## config.mk

```make
export PLATFORM = sky130hd
export DESIGN_NAME = yhd_fifo
export DESIGN_NICKNAME = d
export VERILOG_FILES = /design/src/rtl/yhd_pkg.sv /design/src/rtl/yhd_fifo.sv
export SDC_FILE = /design/constraint.sdc
export NUM_CORES = 1
export LEC_CHECK = 0
export BUFFER_PORTS_ARGS = -buffer_cell sky130_fd_sc_hd__buf_4
export CAP_MARGIN = 5
export CORE_MARGIN = 2
export CORE_UTILIZATION = 52
export CTS_CLUSTER_DIAMETER = 80
export DETAILED_ROUTE_END_ITERATION = 12
export PLACE_DENSITY = 0.79
export SLEW_MARGIN = 20
export SYNTH_ARGS = -nofsm -noshare
export SYNTH_HDL_FRONTEND = slang
export SYNTH_SLANG_ARGS = --single-unit
```

## constraint.sdc

```tcl
create_clock -name clk -period 3.81 [get_ports clk]
set_clock_uncertainty 0.05 [all_clocks]
set_input_delay 0.5715 -clock clk [delete_from_list [all_inputs] [get_ports clk]]
set_output_delay 0.5715 -clock clk [all_outputs]
set_load 0.005 [all_outputs]
```

## src/rtl/yhd_pkg.sv

```systemverilog
// Shared types, constants and tables of the YOLO head decoder.
package yhd_pkg;

    localparam int GRID_MAX_DEF  = 256;
    localparam int CLASS_MAX_DEF = 255;
    localparam int ANCHOR_COUNT  = 3;
    // The grid position field carries column or row counts for any grid of up to 2048 cells per side.
    localparam int CELL_W        = 11;
    localparam int TAYLOR_TERMS  = 12;

    localparam logic [17:0] LOG2E_Q16 = 18'd94548;
    localparam logic [29:0] LN2_Q30   = 30'd744261118;

    typedef enum logic [2:0] {
        REG_GRID_WIDTH  = 3'd0,
        REG_GRID_HEIGHT = 3'd1,
        REG_CLASS_COUNT = 3'd2,
        REG_DECODE_MODE = 3'd3,
        REG_STRIDE      = 3'd4,
        REG_ANCHOR_0    = 3'd5,
        REG_ANCHOR_1    = 3'd6,
        REG_ANCHOR_2    = 3'd7
    } reg_index_t;

    typedef enum logic [1:0] {
        MODE_PASS = 2'd0,
        MODE_V3   = 2'd1,
        MODE_V5   = 2'd2
    } mode_t;

    typedef enum logic [2:0] {
        KIND_X     = 3'd0,
        KIND_Y     = 3'd1,
        KIND_W     = 3'd2,
        KIND_H     = 3'd3,
        KIND_SCORE = 3'd4
    } kind_t;

    typedef enum logic [2:0] {
        OP_PASS  = 3'd0,
        OP_SCORE = 3'd1,
        OP_XY3   = 3'd2,
        OP_XY5   = 3'd3,
        OP_WH3   = 3'd4,
        OP_WH5   = 3'd5
    } op_t;

    typedef struct packed {
        logic [8:0]                    grid_width;
        logic [8:0]                    grid_height;
        logic [7:0]                    class_count;
        logic [1:0]                    decode_mode;
        logic [15:0]                   stride;
        logic [ANCHOR_COUNT-1:0][31:0] anchor_pair;
    } cfg_t;

    typedef struct packed {
        logic signed [15:0] logit;
        kind_t              kind;
        op_t                op;
        logic [CELL_W-1:0]  cell_pos;
        logic [15:0]        anchor;
        logic               last;
    } entry_t;

    // floor((2^32 - 1) / k) for the Taylor term division.
    function automatic logic [31:0] recip_k(input logic [3:0] k);
        logic [31:0] r;
        begin
            unique case (k)
                4'd1:    r = 32'd4294967295;
                4'd2:    r = 32'd2147483647;
                4'd3:    r = 32'd1431655765;
                4'd4:    r = 32'd1073741823;
                4'd5:    r = 32'd858993459;
                4'd6:    r = 32'd715827882;
                4'd7:    r = 32'd613566756;
                4'd8:    r = 32'd536870911;
                4'd9:    r = 32'd477218588;
                4'd10:   r = 32'd429496729;
                4'd11:   r = 32'd390451572;
                4'd12:   r = 32'd357913941;
                default: r = 32'd0;
            endcase
            return r;
        end
    endfunction

endpackage

```

## src/rtl/yhd_fifo.sv

```systemverilog
// Two-entry queue between the classifying front end and the arithmetic back end.
module yhd_fifo
    import yhd_pkg::*;
(
    input  logic   clk,
    input  logic   rst_n,
    input  logic   push,
    input  entry_t push_entry,
    output logic   full,
    input  logic   pop,
    output logic   q_valid,
    output entry_t q_entry
);

    entry_t     mem_reg [2];
    logic       wr_ptr_reg;
    logic       rd_ptr_reg;
    logic [1:0] count_reg;
    logic [1:0] count_next;

    assign full    = (count_reg == 2'd2);
    assign q_valid = (count_reg != 2'd0);
    assign q_entry = mem_reg[rd_ptr_reg];

    always_comb
    begin
        count_next = count_reg;
        if (push && !pop)
        begin
            count_next = count_reg + 2'd1;
        end
        else if (pop && !push)
        begin
            count_next = count_reg - 2'd1;
        end
    end

    always_ff @(posedge clk or negedge rst_n)
    begin
        if (!rst_n)
        begin
            wr_ptr_reg <= 1'b0;
            rd_ptr_reg <= 1'b0;
            count_reg  <= 2'd0;
        end
        else
        begin
            count_reg <= count_next;
            if (push)
            begin
                wr_ptr_reg <= ~wr_ptr_reg;
            end
            if (pop)
            begin
                rd_ptr_reg <= ~rd_ptr_reg;
            end
        end
    end

    always_ff @(posedge clk)
    begin
        if (push)
        begin
            mem_reg[wr_ptr_reg] <= push_entry;
        end
    end

endmodule

```

## Word-level counts from Yosys, hierarchy flattened

Memories as Yosys holds them, arrays and structs flattened.
Index checks and enable logic that the tools add are counted.

| word-level totals | value |
|---|---|
| word-level logic and storage cells | 19 |
| output and inout bits | 52 |
| memory bits (writable) | 100 |
| memories kept | 1 |
| bits in registers | 4 |
| bits of input ports | 54 |

Memory list:

| memory | words | bits a word | rd ports | clocked after Yosys merged registers in | wr ports | line | source |
|---|---|---|---|---|---|---|---|
| mem_reg | 2 | 50 | 1 | 0 | 1 | yhd_fifo.sv:15 | `entry_t mem_reg [2];` |

| operators by class | value |
|---|---|
| reductions and logical operators | 6 |
| bitwise operators | 2 |
| add/subtract/negate cells | 2 |
| muxes and demuxes | 4 |
| equality and inequality tests | 1 |

Operators with widths:

| cell | count |
|---|---|
| 2-bit 2-to-1 mux | 2 |
| 2-bit nonzero test | 2 |
| 2-bit by 1-bit adder with 2-bit output, second input constant | 1 |
| 2-bit == test, second input constant | 1 |
| 1-bit logical AND | 2 |
| 1-bit logical NOT | 2 |
| 1-bit 2-to-1 mux | 2 |
| 1-bit inverter | 2 |
| 2-bit by 1-bit subtractor with 2-bit output, second input constant | 1 |

## Longest topological paths before layout

| logic depth | value |
|---|---|
| depth in word-level cells | 4 |
| mapped depth | 5 |

## Worst setup path before layout

No wires, ideal clock.

| timing | value |
|---|---|
| path type | input -> register |
| start point | input push |
| end point | memory mem_reg[0][0] (netlist name) (enable) |
| cell stages on the path | 1 |
| data required time | 3.296 ns |
| arrival time | 2.788 ns |
| setup slack | 0.508 ns |
| setup time | 0.464 ns |
| path through | nor2b_1 |

| on the way | value |
|---|---|
| cells in the longest elaborated chain, start to end | 2 |

Ends and longest elaborated chain:

| element | line | source |
|---|---|---|
| start: declaration | yhd_fifo.sv:7 | `input logic push,` |
| 1-bit 2-to-1 mux | yhd_fifo.sv:62 | `if (push)` |
| 1-bit 2-to-1 mux (not written as such) | yhd_fifo.sv:64 | `mem_reg[wr_ptr_reg] <= push_entry;` |
| end: declaration | yhd_fifo.sv:15 |  |

No other way between the ends.

==> qor.txt <==
Vias in the first global route -> 2042
Initial antenna violation count -> 0
Die area -> 0.00851 mm^2
Peak VDD IR -> 631 uV
Setup ws final -> 1190 ps
Buf/Inv on CP -> 1
Max-slew headroom -> 0.360
Hold WC Path Type -> in -> reg
DRT iter0 DRCs -> 68
Syn. warnings -> 0
TritonCTS clock tree -> yes
Worst-path fanout max -> 51
DP Worst Slack -> 1580 ps
Clock Sinks -> 104
WP data required -> 3190 ps
Crit. End Element -> primary output
Cts-stage hold buffer count -> 1
Worst-path cell chain -> mux2_2 -> buf_4
Synth area leaders -> edfxtp_1, mux2_4, buf_12, dfrtp_1, xor2_1
Die Ht -> 92.3 um
Register bit count reported by yosys -> 104
Critical path's top delay family -> flip-flops
Final Util -> 0.668
Drt drc -> 0
Sw power -> 0.900 mW
Largest net degree at the start of global routing -> 52
WP depth -> 2
Gr usage total -> 0.161
Std cell rows -> 32
Area grow syn2layout -> 26.2%
TNS Setup -> 0 ps
Status -> finished clean
Sequential element share of the synthesized area -> 0.766
Dpl cells -> 375
Clk Latency, worst-skew pair -> 340 ps
Worst Reg-to-Reg Cells -> 2
Die Wd -> 92.3 um
Htree depth -> 3
Final setup violation count -> 0
Final-report hold violation count -> 0
Clk pwr share -> 0.205
Data arrival, critical path -> 2000 ps
Setup repair after global routing missed its margin -> false
Clk root buf -> clkbuf_8
Layout fillers -> 521
Post-Syn Area -> 0.00405 mm^2
Clock Path Buffers -> 2
Placer congestion estimate -> 0.670
PwrDens -> 687 mW/mm^2
First-pass GRT wire length -> 10.2 mm
Share of the synthesized area in the top cell type -> 0.741
Overall Power -> 3.51 mW
Sw Share -> 0.256
Dpl cell area -> 0.00488 mm^2
Total inserted antenna cells -> 0
Post-cts sizing count -> 0
Vias -> 1910
Critical Path Source Type -> flop
Lkg Pwr -> 2.07 nW
Post-Route WL -> 6.48 mm
Final Instance Area -> 0.00511 mm^2
CP max stage delay -> 1060 ps
Routed vias/inst -> 4.87
Layout cells sized above 1 -> 0.607
Grt total ovfl -> 0
Nets -> 340
Post-detailed-placement half-perimeter wirelength -> 4.35 mm
Core box area -> 0.00765 mm^2
Worst-path clk slew -> 90 ps
Net Count, Synth -> 227
Cells after Synth -> 172
Layout Cells excl Fill -> 392
WHS Path Cells -> 2
CTS buffer count -> 9
Final antenna-violating net count -> 0
Max Cap Viol -> 0
Syn_area_per_cell -> 23.5 um^2
Max Slew Vio Count -> 0
Post-CTS setup buffers -> 0
Min cycle time layout -> 2620 ps
Fin crit share -> 0.688
Worst hold margin -> 351 ps
Crit-path slowest cell -> dfrtp_4
Post-synth top area cell -> edfxtp_1
Port Buf Inserts -> 105
Max reg flops -> 100
Routed len/inst -> 16.5 um
Internal power -> 2.61 mW
Seq pwr share -> 0.493
DR pass1 iterations -> 4
Ports -> 106
Synth cell types -> 14
Initial Util -> 0.530
Worst Tran Pin Value -> 961 ps
FMAX -> 0.382 GHz
WS Path Type -> reg -> out
Combinational power share -> 0.301
-- synthesized netlist by cell type, drive strengths merged --
cell type    n
and2         1
buf          6
dfrtp        4
edfxtp     100
ha           1
inv          1
mux2        50
nor2         1
nor2b        2
or2          1
xnor2        1
xor2         4
-- power groups by stage --
| stage | Combinational (mW) | Sequential [mW] | Clock, mW |
|---|---|---|---|
| 6_report | 1.06 | 1.73 | 0.721 |
| 5_1_grt | 1.13 | 1.77 | 0.784 |
| 4_1_cts | 1.08 | 1.74 | 0.736 |
| 3_5_place_dp | 1.07 | 1.77 | 0 |
| 3_3_place_gp | 1.06 | 1.75 | 0 |
| 2_1_floorplan | 0.820 | 1.60 | 0 |
-- worst register-to-register path, delay by kind of cell, from the launching register on --
| kind | cells | cell delay (ps) |
|---|---|---|
| AND/OR/NAND/NOR | 1 | 720 |
| flip-flops | 1 | 440 |
| buffers and inverters | 1 | 410 |
-- cell type report --
cell class / instances / area, um^2 / share of cell area
clock inverter: 7 / 95.1 / 0.0186
tap: 102 / 128 / 0.0250
sequential: 104 / 3110 / 0.608
multi-input combinational: 61 / 841 / 0.165
clock buffer: 9 / 124 / 0.0242
inverter: 1 / 3.75 / 0.000734
timing repair buffer: 108 / 813 / 0.159
-- cell usage in the layout (no fill, tap or decap), types with 2 or more instances in the layout --
master,instances
mux2_4,49
clkinv_4,2
xor2_1,4
edfxtp_1,100
clkbuf_8,9
bufinv_16,2
buf_4,107
dfrtp_1,3
-- metal layers --
layer  up-vias  wire length [um]  share of wire  track usage
li1        891                 -              -            -
met1       927              2750           0.42        0.208
met2        82              3130           0.48        0.260
met3        10               519          0.080       0.0518
met4         0                80          0.012       0.0522
met5         -                 0              0            0
-- kinds of logic after synthesis --
group                      Yosys count  share of synthesized area
xor gates and xnor gates             5                     0.0108
adders and majority gates            1                    0.00309
buffers and inverters                7                     0.0284
DFF                                104                      0.766
muxes                               50                      0.184
and+or+nand+nor                      5                    0.00711
-- final timing paths --
kind	startpoint	to	slack [ps]
min in group asynchronous	rst_n	wr_ptr_reg	530
min	pop	rd_ptr_reg	350
max	rd_ptr_reg	q_entry[42]	1190
max in group asynchronous	rst_n	rd_ptr_reg	3070
max reg2reg	wr_ptr_reg	mem_reg[1][12]	1870
min reg2reg	count_reg[1]	count_reg[1]	440
No activity file was read; power rests on OpenSTA's default activity.
