`src/rtl/yhd_pkg.sv`:
```
// Shared types, constants and tables of the YOLO head decoder.
package yhd_pkg;

    localparam int GRID_MAX_DEF  = 256;
    localparam int CLASS_MAX_DEF = 255;
    localparam int ANCHOR_COUNT  = 3;
    // The grid position field carries column or row counts for any grid of up to 2048 cells per side.
    localparam int CELL_W        = 11;
    localparam int TAYLOR_TERMS  = 12;

    localparam logic [17:0] LOG2E_Q16 = 18'd94548;
    localparam logic [29:0] LN2_Q30   = 30'd744261118;

    typedef enum logic [2:0] {
        REG_GRID_WIDTH  = 3'd0,
        REG_GRID_HEIGHT = 3'd1,
        REG_CLASS_COUNT = 3'd2,
        REG_DECODE_MODE = 3'd3,
        REG_STRIDE      = 3'd4,
        REG_ANCHOR_0    = 3'd5,
        REG_ANCHOR_1    = 3'd6,
        REG_ANCHOR_2    = 3'd7
    } reg_index_t;

    typedef enum logic [1:0] {
        MODE_PASS = 2'd0,
        MODE_V3   = 2'd1,
        MODE_V5   = 2'd2
    } mode_t;

    typedef enum logic [2:0] {
        KIND_X     = 3'd0,
        KIND_Y     = 3'd1,
        KIND_W     = 3'd2,
        KIND_H     = 3'd3,
        KIND_SCORE = 3'd4
    } kind_t;

    typedef enum logic [2:0] {
        OP_PASS  = 3'd0,
        OP_SCORE = 3'd1,
        OP_XY3   = 3'd2,
        OP_XY5   = 3'd3,
        OP_WH3   = 3'd4,
        OP_WH5   = 3'd5
    } op_t;

    typedef struct packed {
        logic [8:0]                    grid_width;
        logic [8:0]                    grid_height;
        logic [7:0]                    class_count;
        logic [1:0]                    decode_mode;
        logic [15:0]                   stride;
        logic [ANCHOR_COUNT-1:0][31:0] anchor_pair;
    } cfg_t;

    typedef struct packed {
        logic signed [15:0] logit;
        kind_t              kind;
        op_t                op;
        logic [CELL_W-1:0]  cell_pos;
        logic [15:0]        anchor;
        logic               last;
    } entry_t;

    // floor((2^32 - 1) / k) for the Taylor term division.
    function automatic logic [31:0] recip_k(input logic [3:0] k);
        logic [31:0] r;
        begin
            unique case (k)
                4'd1:    r = 32'd4294967295;
                4'd2:    r = 32'd2147483647;
                4'd3:    r = 32'd1431655765;
                4'd4:    r = 32'd1073741823;
                4'd5:    r = 32'd858993459;
                4'd6:    r = 32'd715827882;
                4'd7:    r = 32'd613566756;
                4'd8:    r = 32'd536870911;
                4'd9:    r = 32'd477218588;
                4'd10:   r = 32'd429496729;
                4'd11:   r = 32'd390451572;
                4'd12:   r = 32'd357913941;
                default: r = 32'd0;
            endcase
            return r;
        end
    endfunction

endpackage

```
`src/rtl/yhd_front.sv`:
```
// Front end: accepts logits, tracks the stream position and classifies each value.
module yhd_front
    import yhd_pkg::*;
#(
    parameter int GRID_MAX  = GRID_MAX_DEF,
    parameter int CLASS_MAX = CLASS_MAX_DEF
)
(
    input  logic               clk,
    input  logic               rst_n,
    input  cfg_t               cfg,
    input  logic               in_valid,
    output logic               in_ready,
    input  logic signed [15:0] logit,
    input  logic               frame_start,
    input  logic               fifo_full,
    output logic               push,
    output entry_t             push_entry
);

    localparam int CW  = $clog2(GRID_MAX + 1);
    localparam int CHW = $clog2(CLASS_MAX + 6);
    localparam int AW  = $clog2(ANCHOR_COUNT);

    logic [CW-1:0]  col_reg, row_reg, col_next, row_next;
    logic [CHW-1:0] chan_reg, chan_next;
    logic [AW-1:0]  anc_reg, anc_next;

    logic [CW-1:0]  bound_w, bound_h, cur_col, cur_row;
    logic [CHW-1:0] chans, cur_chan;
    logic [AW-1:0]  cur_anc, anc_sel;
    logic [CW:0]    col_inc, row_inc;
    logic [CHW:0]   chan_inc;
    logic [AW:0]    anc_inc;
    logic [31:0]    pair;
    kind_t          kind;
    op_t            op;

    function automatic logic [CW-1:0] clamp_grid(input logic [8:0] v);
        begin
            if (v == 9'd0)
                return CW'(1);
            else if (32'(v) > GRID_MAX)
                return CW'(GRID_MAX);
            else
                return CW'(v);
        end
    endfunction

    function automatic logic [CHW-1:0] clamp_class(input logic [7:0] v);
        begin
            if (v == 8'd0)
                return CHW'(1);
            else if (32'(v) > CLASS_MAX)
                return CHW'(CLASS_MAX);
            else
                return CHW'(v);
        end
    endfunction

    assign in_ready = !fifo_full;
    assign push     = in_valid && in_ready;

    always_comb
    begin
        bound_w  = clamp_grid(cfg.grid_width);
        bound_h  = clamp_grid(cfg.grid_height);
        chans    = CHW'(5) + clamp_class(cfg.class_count);

        cur_col  = frame_start ? '0 : col_reg;
        cur_row  = frame_start ? '0 : row_reg;
        cur_chan = frame_start ? '0 : chan_reg;
        cur_anc  = frame_start ? '0 : anc_reg;

        anc_sel  = (32'(cur_anc) < ANCHOR_COUNT) ? cur_anc : AW'(ANCHOR_COUNT - 1);
        kind     = (cur_chan < CHW'(4)) ? kind_t'(cur_chan[2:0]) : KIND_SCORE;
        pair     = cfg.anchor_pair[anc_sel];

        unique case (kind)
            KIND_X, KIND_Y:
            begin
                priority case (cfg.decode_mode)
                    MODE_V3: op = OP_XY3;
                    MODE_V5: op = OP_XY5;
                    default: op = OP_PASS;
                endcase
            end
            KIND_W, KIND_H:
            begin
                priority case (cfg.decode_mode)
                    MODE_V3: op = OP_WH3;
                    MODE_V5: op = OP_WH5;
                    default: op = OP_PASS;
                endcase
            end
            default:
            begin
                op = ((cfg.decode_mode == MODE_V3) || (cfg.decode_mode == MODE_V5))
                     ? OP_SCORE : OP_PASS;
            end
        endcase

        push_entry.logit    = logit;
        push_entry.kind     = kind;
        push_entry.op       = op;
        push_entry.cell_pos = (kind == KIND_Y) ? CELL_W'(cur_row) : CELL_W'(cur_col);
        push_entry.anchor   = (kind == KIND_W) ? pair[31:16] : pair[15:0];
        push_entry.last     = (32'(cur_anc) == ANCHOR_COUNT - 1) &&
                              (cur_chan == chans - CHW'(1)) &&
                              (cur_row == bound_h - CW'(1)) &&
                              (cur_col == bound_w - CW'(1));

        // Column is innermost; a counter past a shrunken bound wraps at the next advance.
        col_inc  = {1'b0, cur_col} + (CW+1)'(1);
        row_inc  = {1'b0, cur_row} + (CW+1)'(1);
        chan_inc = {1'b0, cur_chan} + (CHW+1)'(1);
        anc_inc  = {1'b0, cur_anc} + (AW+1)'(1);
        col_next  = cur_col;
        row_next  = cur_row;
        chan_next = cur_chan;
        anc_next  = cur_anc;
        if (col_inc >= {1'b0, bound_w})
        begin
            col_next = '0;
            if (row_inc >= {1'b0, bound_h})
            begin
                row_next = '0;
                if (chan_inc >= {1'b0, chans})
                begin
                    chan_next = '0;
                    anc_next  = (32'(anc_inc) >= ANCHOR_COUNT) ? '0 : anc_inc[AW-1:0];
                end
                else
                begin
                    chan_next = chan_inc[CHW-1:0];
                end
            end
            else
            begin
                row_next = row_inc[CW-1:0];
            end
        end
        else
        begin
            col_next = col_inc[CW-1:0];
        end
    end

    always_ff @(posedge clk or negedge rst_n)
    begin
        if (!rst_n)
        begin
            col_reg  <= '0;
            row_reg  <= '0;
            chan_reg <= '0;
            anc_reg  <= '0;
        end
        else if (push)
        begin
            col_reg  <= col_next;
            row_reg  <= row_next;
            chan_reg <= chan_next;
            anc_reg  <= anc_next;
        end
    end

endmodule

```
`config.mk`:
```
export PLATFORM = sky130hd
export DESIGN_NAME = yhd_front
export DESIGN_NICKNAME = d
export VERILOG_FILES = /design/src/rtl/yhd_pkg.sv /design/src/rtl/yhd_front.sv
export SDC_FILE = /design/constraint.sdc
export NUM_CORES = 1
export LEC_CHECK = 0
export BUFFER_PORTS_ARGS = -buffer_cell sky130_fd_sc_hd__buf_2
export CORE_UTILIZATION = 45
export CTS_CLUSTER_DIAMETER = 150
export CTS_CLUSTER_SIZE = 10
export DETAILED_ROUTE_END_ITERATION = 10
export PLACE_DENSITY = 0.85
export SKIP_CTS_REPAIR_TIMING = 1
export SYNTH_ARGS = -nofsm -noshare
export SYNTH_HDL_FRONTEND = slang
export SYNTH_SLANG_ARGS = --single-unit
export TNS_END_PERCENT = 1
```
`constraint.sdc`:
```
create_clock -name clk -period 3.55 [get_ports clk]
set_clock_uncertainty 0.05 [all_clocks]
set_input_delay 0 -clock clk [delete_from_list [all_inputs] [get_ports clk]]
set_output_delay 0 -clock clk [all_outputs]
set_load 0.01 [all_outputs]
```
Yosys cells after proc, flatten, opt, wreduce, memory -nomap -nowiden
Index checks and enable logic that the tools add are counted.
{ "op_classes": {"eq_ne": 9, "n_reduce_logical": 12, "mux": 29, "order_cmp": 9, "n_addsub": 8} }
{ "ops": {"columns": ["cell", "count"], "rows": [
  ["$mux W9", 14],
  ["$bmux W32 S2", 1],
  ["$mux W32", 1],
  ["$add A9 B1 Y10 const B", 3],
  ["$ge A10 B9 Y1", 3],
  ["$eq A9 B9 Y1", 3],
  ["$sub A9 B1 Y9 const B", 3],
  ["$gt A9 B9 Y1 const B", 2],
  ["$logic_not A9 Y1", 2],
  ["$mux W16", 1],
  ["$mux W2", 6],
  ["$pmux W3 S2", 2],
  ["$add A3 B9 Y9 const A", 1],
  ["$lt A9 B3 Y1 const B", 1],
  ["$logic_not A8 Y1", 1],
  ["$mux W8", 1],
  ["$eq A3 B2 Y1 const B", 2],
  ["$eq A2 B2 Y1 const B", 2],
  ["$logic_and A1 B1 Y1", 4],
  ["$pmux W2 S2", 1],
  ["$reduce_or A2 Y1", 2],
  ["$add A2 B1 Y3 const B", 1],
  ["$eq A3 B1 Y1 const B", 1],
  ["$ge A3 B2 Y1 const B", 1],
  ["8 further kinds", 8]
]} }
{ "word_totals": {"in_bits": 161, "regBits": 29, "output_inout_bits": 52, "elab_cells": 71} }

Longest topological paths before layout
{ "logic_depth": {"word_depth": 8, "depth_mapped": 20, "depth_no_buf": 16} }

Least setup slack after synthesis
OpenSTA, ideal clock, no wires.
{ "synth_timing": {"kind": "in2reg", "from": "input frame_start", "to": "register chan_reg[2]", "setup_slack_ns": -0.443, "path_stages": 20, "arrival_ns": 3.855, "setup_time_ns": 0.088, "cell_sequence": "buf_2 -> buf_2 -> clkbuf_1 -> buf_2 -> nor2b_1 -> ha_1 -> nand2_1 -> nor2_1 -> and3_1 -> nand3_1 -> xor2_1 -> nor2_1 -> ha_1 -> o211a_1 -> a211oi_1 -> or4_1 -> and3_1 -> nor4_2 -> a21oi_1 -> a41oi_1"} }
{ "synth_between": {"elab_chain_cells": 6, "elab_cells_between_ends": 12} }
{ "synth_lines": {"columns": ["item", "line_no", "rtl"], "rows": [
  ["from (decl)", "yhd_front.sv:15", "input logic frame_start,"],
  ["$mux W9", "yhd_front.sv:72", "cur_chan = frame_start ? '0 : chan_reg;"],
  ["$add A9 B1 Y10", "yhd_front.sv:116", "chan_inc = {1'b0, cur_chan} + (CHW+1)'(1);"],
  ["$ge A10 B9 Y1", "yhd_front.sv:128", "if (chan_inc >= {1'b0, chans})"],
  ["$mux W9", "yhd_front.sv:128", null],
  ["$mux W9", "yhd_front.sv:125", "if (row_inc >= {1'b0, bound_h})"],
  ["$mux W9 *", "yhd_front.sv:122", "if (col_inc >= {1'b0, bound_w})"],
  ["to (signal assigned)", "yhd_front.sv:162", "chan_reg <= chan_next;"],
  ["to (decl)", "yhd_front.sv:26", "logic [CHW-1:0] chan_reg, chan_next;"]
]} }
Every way passes the cells marked *; elsewhere a longest branch is shown, timed or not.
A chain may end at the register's enable or synchronous reset.

Worst setup path after layout
{ "layout_timing": {"from": "register row_reg[0]", "to": "register chan_reg[3]"} }
{ "layout_between": {"elab_chain_cells": 5} }
{ "layout_lines": {"columns": ["item", "line_no", "rtl"], "rows": [
  ["from (decl)", "yhd_front.sv:25", "logic [CW-1:0] col_reg, row_reg, col_next, row_next;"],
  ["from (signal assigned)", "yhd_front.sv:161", "row_reg <= row_next;"],
  ["$mux W9", "yhd_front.sv:71", "cur_row = frame_start ? '0 : row_reg;"],
  ["$add A9 B1 Y10", "yhd_front.sv:115", "row_inc = {1'b0, cur_row} + (CW+1)'(1);"],
  ["$ge A10 B9 Y1", "yhd_front.sv:125", null],
  ["$mux W9", "yhd_front.sv:125", null],
  ["$mux W9", "yhd_front.sv:122", null]
]} }
No other way between the ends.

==> results.sh <==
export IMPL_status="finished, violations left"
export IMPL_violations="setup timing"
export IMPL_slowest_delay_ns=0.59
export IMPL_gr_total_overflow=0
export IMPL_vias_per_cell=6.15
export IMPL_area_growth_pct=27.8
export IMPL_finalSetupViolCount=8
export IMPL_switching_share=0.424
export IMPL_routed_wl_mm=17.5
export IMPL_rows=37
export IMPL_drive_gt1_frac=0.298
export IMPL_crit_slowest_cell="or4_4"
export IMPL_ant_nets=0
export IMPL_synth_main_ff_cell="dfrtp_1"
export IMPL_startpoint="row_reg[0]$_DFFE_PN0P_"
export IMPL_synthCells=692
export IMPL_path_clk_slew_ns=0.07
export IMPL_dp_cells=955
export IMPL_p_switching_uw=612
export IMPL_dr_pass1_iters=5
export IMPL_drtIter0Drc=704
export IMPL_maxSlewViolCount=0
export IMPL_cp_max_fo=6
export IMPL_crit_chain="nor2b_4, ha_4, nand2_2, nor2_2, and3_4, nand3_2, xor2_1, nor2_1, ha_1, o211a_1, a211oi_2, or4_4, and3_4, nor4_4, buf_6, buf_6, a22o_1"
export IMPL_gp_congestion=0.938
export IMPL_synth_top_area_share=0.146
export IMPL_antenna_found_initial=0
export IMPL_vdd_ir_drop_max_uv=208
export IMPL_hold_path_class="input port to primary output"
export IMPL_seqPwrFrac=0.250
export IMPL_yosys_area_top_type="dfrtp_1"
export IMPL_postSynthRegisterBits=29
export IMPL_tritoncts_num_buffers=5
export IMPL_reg2reg_depth=17
export IMPL_pin_count=213
export IMPL_worst_slack_ns=-0.0940
export IMPL_grt_util_all_layers=0.278
export IMPL_io_buffers=162
export IMPL_grt_pass1_wl_mm=25.9
export IMPL_hold_violations=0
export IMPL_crit_family="simple AND/OR/NAND/NOR gates"
export IMPL_dpl_cell_area_sq_um=5920
export IMPL_max_slew_margin=0.314
export IMPL_die_x_microns=107
export IMPL_comb_power_share=0.561
export IMPL_cp_num_buf_inv=2
export IMPL_synth_seq_area_share=0.146
export IMPL_syn_area_per_cell_sq_um=7.17
export IMPL_grt_setup_unrepaired="yes"
export IMPL_post_route_period_util=1.03
export IMPL_grt_max_degree=38
export IMPL_layout_cells_non_filler=993
export IMPL_h_tree_depth=2
export IMPL_arrival_ns=3.80
export IMPL_core_area_sq_um=10500
export IMPL_r2r_end="chan_reg[3]$_DFFE_PN0P_"
export IMPL_postSynth_asyncResetShare=1.00
export IMPL_drc=0
export IMPL_wl_per_cell_microns=17.6
export IMPL_postLayoutCellArea_sq_um=6340
export IMPL_clkLatencyLatePin_ns=0.28
export IMPL_place_ws_ns=0.0263
export IMPL_ff2ff_setup_slack_ns=-0.09
export IMPL_root_buffer="clkbuf_8"
export IMPL_yosysUniqueCellTypes=70
export IMPL_fillCellCount=950
export IMPL_start_util=0.472
export IMPL_grt_pass1_vias=5296
export IMPL_synthTopCellsByArea="dfrtp_1 (15%), ha_1 (9.1%), nor2_1 (5.2%)"
export IMPL_cellPowerDensity_nw_per_um2=228
export IMPL_endpoint="chan_reg[3]$_DFFE_PN0P_"
export IMPL_via_count=6109
export IMPL_fmax_mhz=274
export IMPL_p_int_uw=833
export IMPL_synth_area_sq_um=4960
export IMPL_yosys_warnings=0
export IMPL_cts_tree="yes"
export IMPL_post_route_min_period_ns=3.64
export IMPL_num_antenna_cells=0
export IMPL_leakage_nw=2.88
export IMPL_cp_required_ns=3.71
export IMPL_pwr_share_clk=0.189
export IMPL_synth_edf_count=0
export IMPL_r2r_start="row_reg[0]$_DFFE_PN0P_"
export IMPL_die_area_sq_um=11500
export IMPL_hpwl_mm=12.7
export IMPL_die_y_microns=107
export IMPL_end_kind="flip-flop"
export IMPL_start_kind="flip-flop"
export IMPL_path_class="flip-flop to flip-flop"
export IMPL_worst_pin_slew_ns=1.02
export IMPL_drv_cap=0
export IMPL_path_depth=17
export IMPL_nets=1053
export IMPL_cts_sinks=29
export IMPL_cts_buffer_depth=2
[power groups by stage]
stage,combinational [mW],clock (mW),sequential (mW)
2_1_floorplan,0.512,0,0.364
3_3_place_gp,0.736,0,0.367
3_5_place_dp,0.750,0,0.368
4_1_cts,0.754,0.274,0.362
5_1_grt,0.883,0.290,0.365
6_report,0.811,0.273,0.362
[how the worst min path moves through the flow]
stage	from	to	slack, ns	depth (start not counted)
floorplan	rst_n	anc_reg[0]$_DFFE_PN0P_	-0.35	0
global placement	logit[4]	push_entry[38]	-0.05	0
detailed placement	logit[4]	push_entry[38]	-0.05	0
CTS	rst_n	col_reg[2]$_DFFE_PN0P_	-0.28	1
global route	fifo_full	in_ready	0.21	3
finish	fifo_full	in_ready	0.19	3
[layer usage]
layer	share of wire	track usage	up-vias	routed length, microns
li1	-	-	2891	-
met1	0.43	0.402	2845	7520
met2	0.47	0.439	341	8220
met3	0.081	0.0322	32	1410
met4	0.018	0.0685	0	321
met5	0	0	-	0
[synthesized netlist by cell type (9+ instances only)]
| cell | instances |
|---|---|
| nor4_1 | 11 |
| nand2_1 | 61 |
| inv_1 | 19 |
| and3_1 | 9 |
| a22o_1 | 26 |
| a22oi_1 | 18 |
| dfrtp_1 | 29 |
| nor2_1 | 69 |
| clkbuf_1 | 42 |
| nand3_1 | 36 |
| o21ai_0 | 38 |
| xor2_1 | 14 |
| ha_1 | 36 |
| a21oi_1 | 51 |
| nor2b_1 | 14 |
| o21ai_1 | 10 |
| mux2i_1 | 9 |
| a221oi_1 | 19 |
| nand2b_1 | 11 |
| xnor2_1 | 26 |
| buf_4 | 18 |
[worst reg2reg max path: stages (launching register included)]
cell and delay, ns:
dfrtp_1 0.38, nor2b_4 0.20, ha_4 0.17, nand2_2 0.06, nor2_2 0.13, and3_4 0.20
nand3_2 0.08, xor2_1 0.15, nor2_1 0.09, ha_1 0.33, o211a_1 0.18, a211oi_2 0.06
or4_4 0.59, and3_4 0.21, nor4_4 0.27, buf_6 0.18, buf_6 0.11, a22o_1 0.15
[layout make-up]
| type | count | area [sq um] | share of cell area |
|---|---|---|---|
| Inverter | 22 | 82.6 | 0.0130 |
| Tap cell | 136 | 170 | 0.0268 |
| Clock inverter | 3 | 17.5 | 0.00276 |
| Multi-Input combinational cell | 572 | 3930 | 0.620 |
| Sequential cell | 29 | 728 | 0.115 |
| Clock buffer | 5 | 68.8 | 0.0108 |
| Timing Repair Buffer | 226 | 1350 | 0.212 |
[through the flow]
step            TNS, ns  hold slack (ns)  utilization  power [mW]
6_report         -0.454            0.187        0.604        1.45
3_5_place_dp          0          -0.0499        0.563        1.12
3_3_place_gp          0          -0.0499        0.563        1.10
4_1_cts        -0.00129           -0.284        0.571        1.39
5_1_grt           -1.87            0.210        0.604        1.54
2_1_floorplan         0           -0.346            -       0.875
[cell families (layout without fill, tap and decap cells)]
kind of cell | after synthesis | count (layout) | synth area share
AO/OA/AOI/OAI | 222 | 222 | 0.312
flip-flops | 29 | 29 | 0.146
buffers and inverters | 92 | 256 | 0.0864
AND/OR/NAND/NOR | 259 | 259 | 0.264
adder cells (fa/ha/maj) | 36 | 36 | 0.0907
other | 1 | 2 | 0.000755
multiplexers | 12 | 12 | 0.0249
XOR/XNOR | 41 | 41 | 0.0754
[placed cells by master (no fill, tap or decap), types with 14 or more instances in the layout]
cell,n
dfrtp_1,27
nand3_1,34
ha_1,35
nor2_1,67
buf_4,44
a22oi_1,18
xor2_1,14
a21oi_1,49
buf_2,162
a221oi_1,19
dlygate4sd3_1,17
inv_1,19
a22o_1,26
xnor2_1,26
nand2_1,60
o21ai_0,37
(Power assumes the default switching activity.)
